$ cat config.mk
export PLATFORM = sky130hd
export DESIGN_NAME = bitmap_glyph_pixel_expander
export DESIGN_NICKNAME = d
export VERILOG_FILES = /design/src/rtl/core/bgpe_pkg.sv /design/src/rtl/core/bgpe_front.sv /design/src/rtl/core/bgpe_queue.sv /design/src/rtl/core/bgpe_back.sv /design/src/rtl/core/bitmap_glyph_pixel_expander.sv
export SDC_FILE = /design/constraint.sdc
export NUM_CORES = 1
export LEC_CHECK = 0
export BUFFER_PORTS_ARGS = -buffer_cell sky130_fd_sc_hd__buf_2
export CAP_MARGIN = 20
export CORE_MARGIN = 2
export CORE_UTILIZATION = 62
export CTS_BUF_LIST = sky130_fd_sc_hd__clkbuf_8
export DETAILED_ROUTE_END_ITERATION = 16
export HOLD_SLACK_MARGIN = 0.1
export PLACE_DENSITY = 0.82
export SLEW_MARGIN = 40
export SYNTH_ARGS = -nofsm -noshare
export SYNTH_HDL_FRONTEND = slang
export SYNTH_SLANG_ARGS = --single-unit
$ cat constraint.sdc
create_clock -name clk -period 14.9 [get_ports clk]
set_clock_uncertainty 0.05 [all_clocks]
set_input_delay 2.235 -clock clk [delete_from_list [all_inputs] [get_ports clk]]
set_output_delay 2.235 -clock clk [all_outputs]
set_load 0.02 [all_outputs]
$ cat src/rtl/core/bgpe_pkg.sv
// shared types and constants of the bitmap glyph pixel expander
// no dependencies; imported by every module of the block
package bgpe_pkg;

  localparam int CFG_IDX_W  = 3;
  localparam int CFG_DATA_W = 16;
  localparam int QDEPTH     = 2;
  localparam int QPTR_W     = $clog2(QDEPTH);
  localparam int QCNT_W     = $clog2(QDEPTH + 1);

  localparam logic [CFG_IDX_W-1:0] REG_ORIGIN_X    = 3'd0;
  localparam logic [CFG_IDX_W-1:0] REG_ORIGIN_Y    = 3'd1;
  localparam logic [CFG_IDX_W-1:0] REG_WIDTH_PX    = 3'd2;
  localparam logic [CFG_IDX_W-1:0] REG_HEIGHT_ROWS = 3'd3;
  localparam logic [CFG_IDX_W-1:0] REG_DRAW_COLOR  = 3'd4;

  localparam logic [7:0] WIDTH_RESET  = 8'd8;
  localparam logic [9:0] HEIGHT_RESET = 10'd8;
  localparam logic [7:0] TOP_BIT      = 8'h80;

  typedef struct packed {
    logic [9:0]  origin_x;
    logic [9:0]  origin_y;
    logic [7:0]  width_px;
    logic [9:0]  height_rows;
    logic [15:0] draw_color;
  } cfg_t;

  // one nonempty byte with its row position resolved
  typedef struct packed {
    logic [7:0]  bits;
    logic [9:0]  x_base;
    logic [9:0]  y;
    logic [15:0] color;
  } glyph_op_t;

  // mask that keeps the low coordinate bits, capped at the 10 bit field
  function automatic logic [9:0] coord_mask(input int coord_bits);
    logic [9:0] m;
    m = '0;
    for (int i = 0; i < 10; i++) begin
      if (i < coord_bits) m[i] = 1'b1;
    end
    return m;
  endfunction

endpackage

$ cat src/rtl/core/bgpe_front.sv
// front end: takes bitmap bytes, tracks row and byte position, queues nonempty bytes
// depends on bgpe_pkg
module bgpe_front #(
  parameter int COORD_BITS = 10
) (
  input  logic              clk,
  input  logic              rst,
  input  bgpe_pkg::cfg_t    cfg,
  input  logic              in_valid,
  output logic              in_ready,
  input  logic [7:0]        bitmap_byte,
  input  logic              glyph_start,
  input  logic              q_full,
  output logic              q_push,
  output bgpe_pkg::glyph_op_t q_op
);
  import bgpe_pkg::*;

  localparam logic [9:0] MASK = coord_mask(COORD_BITS);

  logic [9:0] row_index;
  logic [4:0] byte_in_row;
  logic [9:0] row_index_next;
  logic [4:0] byte_in_row_next;

  logic [9:0] row_eff;
  logic [4:0] byte_eff;
  logic [5:0] bytes_per_row;
  logic [4:0] byte_inc;
  logic       keep;
  logic       accept;

  assign in_ready      = !q_full;
  assign accept        = in_valid && in_ready;
  assign row_eff       = glyph_start ? '0 : row_index;
  assign byte_eff      = glyph_start ? '0 : byte_in_row;
  assign bytes_per_row = {1'b0, cfg.width_px[7:3]} + {5'd0, |cfg.width_px[2:0]};
  assign keep          = (bytes_per_row != '0) && (row_eff < cfg.height_rows);
  assign byte_inc      = byte_eff + 5'd1;

  always_comb begin
    row_index_next   = row_index;
    byte_in_row_next = byte_in_row;
    if (accept) begin
      row_index_next   = row_eff;
      byte_in_row_next = byte_eff;
      if (keep) begin
        if (({1'b0, byte_inc} >= bytes_per_row) || (byte_inc == '0)) begin
          byte_in_row_next = '0;
          row_index_next   = row_eff + 10'd1;
        end else begin
          byte_in_row_next = byte_inc;
        end
      end
    end
  end

  always_ff @(posedge clk) begin
    if (rst) begin
      row_index   <= '0;
      byte_in_row <= '0;
    end else begin
      row_index   <= row_index_next;
      byte_in_row <= byte_in_row_next;
    end
  end

  assign q_push       = accept && keep && (bitmap_byte != '0);
  assign q_op.bits    = bitmap_byte;
  assign q_op.x_base  = cfg.origin_x + {2'b00, byte_eff, 3'b000};
  assign q_op.y       = (cfg.origin_y + row_eff) & MASK;
  assign q_op.color   = cfg.draw_color;

endmodule

$ cat src/rtl/core/bgpe_queue.sv
// short queue of classified bytes between front and back end
// depends on bgpe_pkg
module bgpe_queue (
  input  logic                clk,
  input  logic                rst,
  input  logic                push,
  input  bgpe_pkg::glyph_op_t push_op,
  input  logic                pop,
  output bgpe_pkg::glyph_op_t head_op,
  output logic                full,
  output logic                empty
);
  import bgpe_pkg::*;

  glyph_op_t           slots [QDEPTH];
  logic [QPTR_W-1:0]   wr_ptr;
  logic [QPTR_W-1:0]   rd_ptr;
  logic [QCNT_W-1:0]   count;

  assign full    = (count == QCNT_W'(QDEPTH));
  assign empty   = (count == '0);
  assign head_op = slots[rd_ptr];

  always_ff @(posedge clk) begin
    if (push) slots[wr_ptr] <= push_op;
  end

  always_ff @(posedge clk) begin
    if (rst) begin
      wr_ptr <= '0;
      rd_ptr <= '0;
      count  <= '0;
    end else begin
      if (push) wr_ptr <= (wr_ptr == QPTR_W'(QDEPTH - 1)) ? '0 : wr_ptr + 1'b1;
      if (pop)  rd_ptr <= (rd_ptr == QPTR_W'(QDEPTH - 1)) ? '0 : rd_ptr + 1'b1;
      case ({push, pop})
        2'b10:   count <= count + 1'b1;
        2'b01:   count <= count - 1'b1;
        default: count <= count;
      endcase
    end
  end

endmodule

$ cat src/rtl/core/bgpe_back.sv
// back end: scans each queued byte msb first and emits one pixel per cycle
// while the output is not stalled; depends on bgpe_pkg
module bgpe_back #(
  parameter int COORD_BITS = 10
) (
  input  logic                clk,
  input  logic                rst,
  input  bgpe_pkg::glyph_op_t head_op,
  input  logic                q_empty,
  output logic                q_pop,
  output logic                out_valid,
  input  logic                out_ready,
  output logic [9:0]          pixel_x,
  output logic [9:0]          pixel_y,
  output logic [15:0]         pixel_color,
  output logic                run_last
);
  import bgpe_pkg::*;

  localparam logic [9:0] MASK = coord_mask(COORD_BITS);

  glyph_op_t  work;
  logic       work_valid;
  logic [2:0] k;
  logic [7:0] rest;
  logic       last;
  logic       emit;

  // leading set bit, counted from the left
  always_comb begin
    k = '0;
    for (int i = 0; i < 8; i++) begin
      if (work.bits[i]) k = 3'(7 - i);
    end
  end

  assign rest  = work.bits & ~(TOP_BIT >> k);
  assign last  = (rest == '0);
  assign emit  = work_valid && (!out_valid || out_ready);
  assign q_pop = !q_empty && (!work_valid || (emit && last));

  always_ff @(posedge clk) begin
    if (q_pop) begin
      work <= head_op;
    end else if (emit) begin
      work.bits <= rest;
    end
    if (emit) begin
      pixel_x     <= (work.x_base + {7'd0, k}) & MASK;
      pixel_y     <= work.y;
      pixel_color <= work.color;
      run_last    <= last;
    end
  end

  always_ff @(posedge clk) begin
    if (rst) begin
      work_valid <= 1'b0;
      out_valid  <= 1'b0;
    end else begin
      if (q_pop) work_valid <= 1'b1;
      else if (emit && last) work_valid <= 1'b0;
      if (emit) out_valid <= 1'b1;
      else if (out_ready) out_valid <= 1'b0;
    end
  end

endmodule

$ cat src/rtl/core/bitmap_glyph_pixel_expander.sv
// top level of the bitmap glyph pixel expander: configuration registers and the
// front end, queue and back end; depends on bgpe_pkg, bgpe_front, bgpe_queue, bgpe_back
//
// Each input transfer carries one 1 bit per pixel bitmap byte; every set bit becomes
// one pixel transfer, leftmost bit first, with tlast on the last pixel of that byte.
// Bytes with no set bits and bytes past the last row produce no output. The front
// end takes one byte per cycle while the queue is not full; the back end emits one
// pixel per cycle while the output is not stalled, one pixel for each set bit of a
// byte. A two entry queue lets the input keep moving while the output is stalled.
// The first pixel of a byte passes from the queue through the back end's work
// register into the output register before it is presented.
module bitmap_glyph_pixel_expander #(
  parameter int COORD_BITS = 10
) (
  input  logic                                clk,
  input  logic                                rst,
  input  logic                                cfg_we,
  input  logic [bgpe_pkg::CFG_IDX_W-1:0]      cfg_index,
  input  logic [bgpe_pkg::CFG_DATA_W-1:0]     cfg_data,
  input  logic                                s_tvalid,
  output logic                                s_tready,
  input  logic [7:0]                          s_tdata,   // bitmap_byte
  input  logic                                s_tuser,   // glyph_start
  output logic                                m_tvalid,
  input  logic                                m_tready,
  output logic [39:0]                         m_tdata,   // pixel_x, pixel_y, pixel_color, pad
  output logic                                m_tlast    // run_last
);
  import bgpe_pkg::*;

  cfg_t      cfg;
  glyph_op_t push_op;
  glyph_op_t head_op;
  logic      q_push;
  logic      q_pop;
  logic      q_full;
  logic      q_empty;
  logic [9:0]  pixel_x;
  logic [9:0]  pixel_y;
  logic [15:0] pixel_color;

  always_ff @(posedge clk) begin
    if (rst) begin
      cfg.origin_x    <= '0;
      cfg.origin_y    <= '0;
      cfg.width_px    <= WIDTH_RESET;
      cfg.height_rows <= HEIGHT_RESET;
      cfg.draw_color  <= '0;
    end else if (cfg_we) begin
      unique case (cfg_index)
        REG_ORIGIN_X:    cfg.origin_x    <= cfg_data[9:0];
        REG_ORIGIN_Y:    cfg.origin_y    <= cfg_data[9:0];
        REG_WIDTH_PX:    cfg.width_px    <= cfg_data[7:0];
        REG_HEIGHT_ROWS: cfg.height_rows <= cfg_data[9:0];
        REG_DRAW_COLOR:  cfg.draw_color  <= cfg_data[15:0];
        default: ;
      endcase
    end
  end

  bgpe_front #(
    .COORD_BITS(COORD_BITS)
  ) u_front (
    .clk        (clk),
    .rst        (rst),
    .cfg        (cfg),
    .in_valid   (s_tvalid),
    .in_ready   (s_tready),
    .bitmap_byte(s_tdata),
    .glyph_start(s_tuser),
    .q_full     (q_full),
    .q_push     (q_push),
    .q_op       (push_op)
  );

  bgpe_queue u_queue (
    .clk    (clk),
    .rst    (rst),
    .push   (q_push),
    .push_op(push_op),
    .pop    (q_pop),
    .head_op(head_op),
    .full   (q_full),
    .empty  (q_empty)
  );

  bgpe_back #(
    .COORD_BITS(COORD_BITS)
  ) u_back (
    .clk        (clk),
    .rst        (rst),
    .head_op    (head_op),
    .q_empty    (q_empty),
    .q_pop      (q_pop),
    .out_valid  (m_tvalid),
    .out_ready  (m_tready),
    .pixel_x    (pixel_x),
    .pixel_y    (pixel_y),
    .pixel_color(pixel_color),
    .run_last   (m_tlast)
  );

  assign m_tdata = {4'd0, pixel_color, pixel_y, pixel_x};

endmodule

---- Word level (Yosys, flattened, before mapping) ----
Memory sizes are Yosys's and may differ from the RTL's. A register that Yosys moved wholly into a read port is not among the register bits.
Cells that the tools add are included.
operators by class
  add/sub/neg operators ................... 10
  $lt $le $gt $ge ......................... 2
  equality and inequality tests ........... 7
  shifts and indexed selects .............. 1
  multiplexer cells ....................... 27
  bitwise logic cells ..................... 2
  reduce and logical (&&, ||, !) cells .... 30
operators with widths
  operator                                                            number
  10-bit two-way mux                                                  3
  3-bit two-way mux                                                   8
  8-bit two-way mux                                                   2
  5-bit two-way mux                                                   3
  10-bit by 1-bit adder with 10-bit output, second input constant     1
  10-bit adder                                                        1
  10-bit by 3-bit adder with 10-bit output                            1
  10-bit by 8-bit adder with 10-bit output                            1
  10-bit < comparator                                                 1
  1-bit two-way mux                                                   10
  2-bit AND reduction                                                 5
  8-bit AND                                                           1
  8-bit zero test                                                     1
  8-bit inverter                                                      1
  2-bit nonzero test                                                  4
  8-bit nonzero test                                                  1
  8-bit by 3-bit right shift with 8-bit output, first input constant  1
  1-bit logical AND                                                   7
  5-bit by 1-bit adder with 6-bit output                              1
  3-bit by 2-bit == test with 1-bit output, second input constant     2
  5-bit by 6-bit >= comparator with 1-bit output                      1
  6-bit nonzero test                                                  1
  5-bit by 1-bit adder with 5-bit output, second input constant       1
  5-bit zero test                                                     1
  13 further kinds                                                    20
storage, ports and cells
  register bits after elaboration ......... 156
  bits in writable memories ............... 88
  input bits .............................. 33
  output and inout bits ................... 43
  logic and storage cells ................. 100
  memories kept ........................... 1
memories
  memory         words  width  rd ports  clocked after Yosys merged registers in  write ports  line              RTL
  u_queue.slots  2      44     1         1                                        1            bgpe_queue.sv:15  glyph_op_t slots [QDEPTH];

---- Longest topological paths before layout ----
Gate-level depths: netlist of the first run.
  depth in word-level cells ............... 17
  mapped depth ............................ 14
  depth with buffers taken out ............ 12

---- Cells and area by module ----
Synthesis of the first run repeated with hierarchy kept, for this count alone.
unflattened totals
  cell total of the unflattened synthesis .. 820
  area, all modules ....................... 10920.5 um2
by module, submodules not included
  module                       times used  cells an instance  area each (um2)  sequential area each (um2)
  bgpe_queue                   1           159                3368.2           2742.6
  bgpe_back                    1           162                3057.9           2472.4
  bgpe_front                   1           295                2260.9           300.3
  bitmap_glyph_pixel_expander  1           204                2233.4           1081.0

---- Worst setup path after synthesis of the first run ----
Ideal clock, no wire load.
  kind .................................... input-to-reg
  start ................................... input s_tuser
  end ..................................... memory u_queue.slots[1][0] (netlist bit) (enable)
  setup time .............................. 445 ps
  arrival time ............................ 6008 ps
  required time ........................... 14405 ps
  setup slack ............................. 8397 ps
  cell stages on the path ................. 9
  path buffers ............................ 2
  cells stage by stage .................... clkbuf_1 > clkbuf_1 > nor2b_1 > ha_1 > a211oi_1 > a311o_1 > nand3_1 > or2_2 > nor2_1
between the ends
  word-level cells in the longest chain between the ends .. 7
ends and longest elaborated chain
  what                                     line                               RTL
  start, declared                          bitmap_glyph_pixel_expander.sv:23  input logic s_tuser,
  10-bit two-way mux                       bgpe_front.sv:35                   assign row_eff = glyph_start ? '0 : row_index;
  10-bit < comparator                      bgpe_front.sv:38                   assign keep = (bytes_per_row != '0) && (row_eff < cfg.height_rows);
  1-bit logical AND                        bgpe_front.sv:38
  1-bit logical AND (2 in series)          bgpe_front.sv:68                   assign q_push = accept && keep && (bitmap_byte != '0);
  1-bit two-way mux                        bgpe_queue.sv:25                   if (push) slots[wr_ptr] <= push_op;
  1-bit two-way mux (not written as such)  bgpe_queue.sv:25
  end, declared                            bgpe_queue.sv:15
Every way passes these cells.

---- Worst setup path after layout of the first run ----
  start ................................... input s_tuser
  end ..................................... memory u_queue.slots[0][2] (netlist bit) (enable)
The elaborated chain is that of the path after synthesis.

==> results.txt, run 1 <==
Status = finished, final reports clean
Synth area leader = edfxtp_1
Residual DRC = 0
Grt total ovfl = 0
Main synth FF type = edfxtp_1
Fmax = 199 MHz
Post-layout util = 70.6%
Synthesized instance count = 850
Hold Buf Count CTS = 0
Layout cells sized above 1 = 19.2%
WL/cell = 16.4 um
Setup-failing EPs final = 0
Post-DP HPWL = 12500 um
Final Hold Fails = 0
Power Density = 164 nW/um2
First-pass GRT wire length = 31100 um
Synth Area per Inst = 12.2 um2
Cell area after synthesis = 10400 um2
Post CTS Setup Buffer Count = 0
Maximum vdd drop = 0.0000756 V
Die height = 133 um
Ports = 76
Post-synthesis register bit count = 245
Top post-synthesis cells by area = edfxtp_1, dfxtp_1, nand2_1
Finished layout cell area = 11600 um2
Num rows = 47
TritonRoute pass-1 iters = 5
Max FO, Critical Path = 44
Tcrit/Tclk final = 33.7%
Post-synth cell types = 56
Reg2reg setup slack = 11.38 ns
IO Port Bufs = 71
Synth top area share = 48.8%
Compound-gate portion of the synthesized area = 7.97%
Post-synth ARST share = 0%
Setup TNS = 0 ns
CP arrival = 5.10 ns
Routed Antenna Nets = 0
Core area = 16500 um2
RSZ-0062 raised after global routing = no
Min cycle time layout = 5.02 ns
Largest net degree at the start of global routing = 83
Setup CP Type = primary input to flip-flop
CTS resizes = 0
Most common cell in the netlist = edfxtp_1
Gp weighted congestion = 0.909
Hold crit path type = flip-flop to flip-flop
Vias in the first global route = 6335
Worst-Margin Slew = 0.680 ns
Post-synthesis mux area share = 6.31%
Post-Synth Simple-Gate Area = 12.1%
Root Buffer = clkbuf_8
Cts bufs inserted = 39
DIE AREA = 17800 um2
Crit start category = primary input
GRT Total Usage = 22.1%
Initial core utilization = 63.1%
WP data required = 14.99 ns
YS warnings = 0
Vias = 6637
NumNets Final = 1008
Max-slew violation count = 0
Post-synth EDFFs = 169
Area delta synth->final = 11.8%
Leak = 4.42 nW
Adder-Cell Fraction of Synth Area = 5.01%
TritonCTS clock tree = done
DR iter-0 viols = 509
CTS sink cnt = 245
Max_cap viols = 0
XOR/XNOR Fraction of Synth Area = 2.53%
# diodes = 0
Initial antenna violation count = 0
Synth cell count leaders = edfxtp_1, nand2_1, a21oi_1
Vias per Instance = 5.61
Slew HR = 54.6%
H-tree depth = 2
Filler instances = 1135
CP endpoint kind = flip-flop
Max Root-Sink Buffers = 3
Clk pin slew, worst setup/hold paths = 0.06 ns
Die span in x = 133 um
Final wirelength = 19400 um
Placed instance area = 10900 um2
Largest family of logic cells by synthesized area = simple AND/OR/NAND/NOR gates
Seq/Total Area, Yosys = 63.5%
Clock latency on the worst-skew pair = 0.52 ns
## cell type report
type,instances,area (um2),share of cell area (%)
flip-flops and latches,245,6600,56.8
clock buffers,41,564,4.86
clock inverters,28,120,1.03
inverters,29,109,0.937
repair buffers,76,397,3.41
well taps,220,275,2.37
multi-input cells,545,3550,30.6
## state kept, by name (all words and copies together) (netlist names), named ones only
| signal | flops |
|---|---|
| u_back.pixel_color | 16 |
| u_back.pixel_y | 10 |
| u_queue.wr_ptr | 1 |
| u_back.pixel_x | 10 |
| cfg | 54 |
| u_front.byte_in_row | 5 |
| u_back.run_last | 1 |
| u_back.work | 44 |
| u_queue.rd_ptr | 1 |
| u_back.out_valid | 1 |
| u_queue.count | 2 |
| u_queue.slots | 88 |
| u_back.work_valid | 1 |
| u_front.row_index | 10 |
## worst paths after layout
kind | from | end | cells after the start
worst max-delay path | s_tuser | u_queue.slots[0][2]$_DFFE_PP_ | 11
worst min-delay path | u_back.work[16]$_DFFE_PN_ | u_back.pixel_y[0]$_DFFE_PP_ | 0
worst max register to register | u_back.work[43]$_DFFE_PP_ | u_queue.count[1]$_SDFFE_PP0P_ | 8
worst min register to register | u_back.work[16]$_DFFE_PN_ | u_back.pixel_y[0]$_DFFE_PP_ | 0
## cells in the final DEF, fill, tap and decap left out, types with 5 or more instances in the layout
cell	synthesis	layout
a21o_1	6	6
a21oi_1	80	79
and3_1	9	9
buf_2	0	71
clkbuf_8	0	41
clkinv_2	0	5
dfxtp_1	76	75
edfxtp_1	169	169
ha_1	36	36
inv_1	29	46
mux2_2	44	44
mux2i_1	13	13
nand2_1	143	143
nand2b_1	8	8
nand3_1	15	15
nand4_1	8	8
nor2_1	37	36
nor2b_1	18	18
nor3_1	12	12
o21ai_0	20	20
or2_2	6	6
xnor2_1	18	18
xor2_1	12	12
## stage by stage
step / hold WS [ns] / cells / worst slack [ns] / total power, mW
2_1_floorplan: 0.350 / 853 / 8.40 / 1.30
3_3_place_gp: 0.351 / 1115 / 9.33 / 1.40
3_5_place_dp: 0.355 / 1115 / 9.42 / 1.42
4_1_cts: 0.369 / 1184 / 9.94 / 1.92
5_1_grt: 0.378 / 1184 / 9.70 / 2.00
6_report: 0.367 / 1184 / 9.88 / 1.91
## routing by layer
layer	wire, um	global-route usage, %	vias to the layer above	part of all wire, %
li1	-	-	3219	-
met1	8560	30.5	3172	44
met2	9200	35.2	211	47
met3	1190	4.45	35	6.1
met4	464	8.22	0	2.4
met5	0	0	-	0
## logic make-up (layout without fill, tap and decap cells)
logic type	after synthesis	count (layout)
AOI/OAI and AO/OA	137	137
xor gates and xnor gates	30	30
buffers and inverters	63	174
and+or+nand+nor	275	275
DFF	245	245
muxes	59	59
adders and majority gates	40	40
other	1	4
## worst max-delay path, stage by stage
cell	delay [ns]
buf_2	0.32
nand2b_1	0.24
inv_1	0.11
ha_1	0.28
o211a_1	0.22
o21ai_0	0.10
a311o_1	0.29
nand3_1	0.25
or3_1	0.44
inv_1	0.06
buf_4	0.49
## report_power, final
group	internal (mW)	total, mW	switching (mW)
combinational	0.150	0.402	0.252
sequential	0.937	1.01	0.0702
clock	0.255	0.500	0.245
(Power assumes the default switching activity.)
==> run 2, diff against run 1 <==
Settings changed: CORE_UTILIZATION 62 to 56, PLACE_DENSITY 0.82 to 0.78.
Clock period 14.9 ns to 4.22 ns, I/O delays scaled along.
==> results.txt, run 2 (same netlist as run 1, synthesis figures left out) <==
Total Power = 6.75 mW (+250%)
CTS resizes = 0 (unchanged)
Status = finished, final reports clean
Post-DP HPWL = 13400 um (+6.9%)
Hold crit path type = primary input to flip-flop
Core area = 18100 um2 (+9.8%)
Crit path to = u_queue.slots[0][36]$_DFFE_PP_
Most frequent cells in the layout = edfxtp_1, nand2_1, a21oi_1, dfxtp_1, buf_2
Routed wl met3 = 1360 um (+14%)
Power Density = 579 nW/um2 (+250%)
Max-slew violation count = 0 (unchanged)
Reg-to-Reg Start = cfg[26]$_SDFFE_PP0P_
WP data required = 4.36 ns (-10.63 ns)
Ports = 76 (unchanged)
H-tree depth = 2 (unchanged)
Post-Place Setup Slack = 0.394 ns (-9.02 ns)
Top flop regs = u_queue.slots (88), cfg (54), u_back.work (44)
Min cycle time layout = 3.32 ns
Final Worst Setup Slack = 0.895 ns (-8.99 ns)
Die span in x = 140 um (+5.1%)
Worst-Margin Slew = 0.700 ns (+0.0200 ns)
Initial core utilization = 57.4% (-5.7 points)
Residual DRC = 0 (unchanged)
Routed length on met1 = 8690 um (+1.6%)
RSZ-0062 raised after global routing = no
GRT Total Usage = 20.7% (-1.5 points)
Grt total ovfl = 0 (unchanged)
Reg2reg setup slack = 0.90 ns (-10.48 ns)
Largest net degree at the start of global routing = 45 (-46%)
TritonCTS clock tree = done
Sequential share of power = 52.7% (about the same)
Die height = 140 um (+5.1%)
Final wirelength = 20200 um (+3.8%)
NumNets Final = 1011 (+0.30%)
Fmax = 301 MHz
Top reg by flops = u_queue.slots
Setup CP Type = flip-flop to flip-flop
Vias in the first global route = 6412 (+1.2%)
Worst Setup SP = cfg[26]$_SDFFE_PP0P_
Num rows = 49 (+4.3%)
Clk pin slew, worst setup/hold paths = 0.06 ns (about the same)
RR Endpoint = u_queue.slots[0][36]$_DFFE_PP_
TritonRoute pass-1 iters = 5 (unchanged)
Top layer in use = met4
Gp weighted congestion = 0.899 (-1.1%)
Area delta synth->final = 12.3%
Max Root-Sink Buffers = 3 (unchanged)
Initial antenna violation count = 0 (unchanged)
WL/cell = 16.8 um (+2.7%)
Vias per Instance = 5.53 (-1.3%)
Post-layout util = 64.5% (-6.0 points)
Tcrit/Tclk final = 78.8%
Slew HR = 53.3% (-1.3 points)
Max FO, Critical Path = 41 (-6.8%)
First-pass GRT wire length = 32100 um (+2.9%)
CP endpoint kind = flip-flop
Comb power frac = 21.5% (+0.5 points)
Layout cells sized above 1 = 19.0% (-0.18 points)
Crit start category = flip-flop
Post CTS Setup Buffer Count = 0 (unchanged)
Hold Buf Count CTS = 0 (unchanged)
DIE AREA = 19700 um2 (+10%)
IO Port Bufs = 71 (unchanged)
Clock Power Share = 25.8% (-0.4 points)
Vias = 6625 (-0.18%)
Sw Share = 29.8% (+0.12 points)
Switching pwr = 2.01 mW (+260%)
Number of flip-flops under the largest register name = 88 (unchanged)
Maximum vdd drop = 0.000250 V (+230%)
Worst R2R Path Depth = 10 (+2)
Cts bufs inserted = 39 (unchanged)
# diodes = 0 (unchanged)
Met2 wire len = 9650 um (+4.9%)
CTS sink cnt = 245 (unchanged)
Clock latency on the worst-skew pair = 0.53 ns (about the same)
Leak = 4.46 nW (+0.81%)
Commonest non-fill, non-tap cell in the layout = edfxtp_1
Internal Power = 4.74 mW (+250%)
DR iter-0 viols = 476 (-6.5%)
Setup-failing EPs final = 0 (unchanged)
Max_cap viols = 0 (unchanged)
CP arrival = 3.46 ns (-1.64 ns)
Setup TNS = 0 ns (unchanged)
Final Hold Fails = 0 (unchanged)
Routed Antenna Nets = 0 (unchanged)
Root Buffer = clkbuf_8
[run 2: cell count changes in the layout (fill, tap and decap cells not counted), sizes merged]
| cell | previous run | this run |
|---|---|---|
| clkinv | 10 | 7 |
| buf | 76 | 79 |
| inv | 46 | 51 |
| clkbuf | 41 | 40 |
[run 2: power groups by stage]
stage	logic (mW)	registers, mW	clock network [mW]
floorplan	0.907	3.68	0
global placement	1.41	3.58	0
detailed placement	1.45	3.61	0
CTS	1.46	3.56	1.78
global route	1.60	3.61	1.88
finish	1.45	3.56	1.74
[run 2: cell type report]
class / count / area, um2
well taps: 229 / 287
multi-input cells: 545 / 3550
clock buffers: 40 / 551
flip-flops and latches: 245 / 6600
repair buffers: 79 / 455
fillers: 1333 / 6420
inverters: 29 / 109
clock inverters: 30 / 121
[run 2: stage by stage]
stage	instance area (um2)	instances	hold WS (ns)
2_1_floorplan	10400	853	0.350
3_5_place_dp	11000	1127	0.355
6_report	11700	1197	0.258
5_1_grt	11700	1197	0.252
4_1_cts	11700	1197	0.235
3_3_place_gp	11000	1127	0.351
[run 2: how the worst min path moves through the flow]
stage | from | end | slack (ns) | cells past startpoint
after floorplan | u_back.work[0]$_DFFE_PN_ | u_back.pixel_color[0]$_DFFE_PP_ | 0.35 | 0
after global placement | u_back.work[10]$_DFFE_PN_ | u_back.pixel_color[10]$_DFFE_PP_ | 0.35 | 0
after detailed placement | u_back.work[4]$_DFFE_PN_ | u_back.pixel_color[4]$_DFFE_PP_ | 0.35 | 0
after CTS | s_tdata[5] | u_queue.slots[1][41]$_DFFE_PP_ | 0.24 | 1
after global routing | s_tdata[6] | u_queue.slots[1][42]$_DFFE_PP_ | 0.25 | 1
final | s_tdata[5] | u_queue.slots[1][41]$_DFFE_PP_ | 0.26 | 1
[run 2: metal layers]
layer	GRT usage (%)	up-vias
met5	0	-
met4	6.49	0
met3	4.07	35
met2	34.3	208
met1	27.7	3147
li1	-	3235
[run 2: critical path, cell delays in order (launching register included)]
cell and delay (ns):
dfxtp_1 0.31, or3_1 0.37, ha_1 0.20, ha_1 0.23
nand2_1 0.07, o21ai_0 0.08, a21oi_1 0.33, nand3_1 0.32
or3_1 0.46, inv_1 0.22, buf_12 0.26
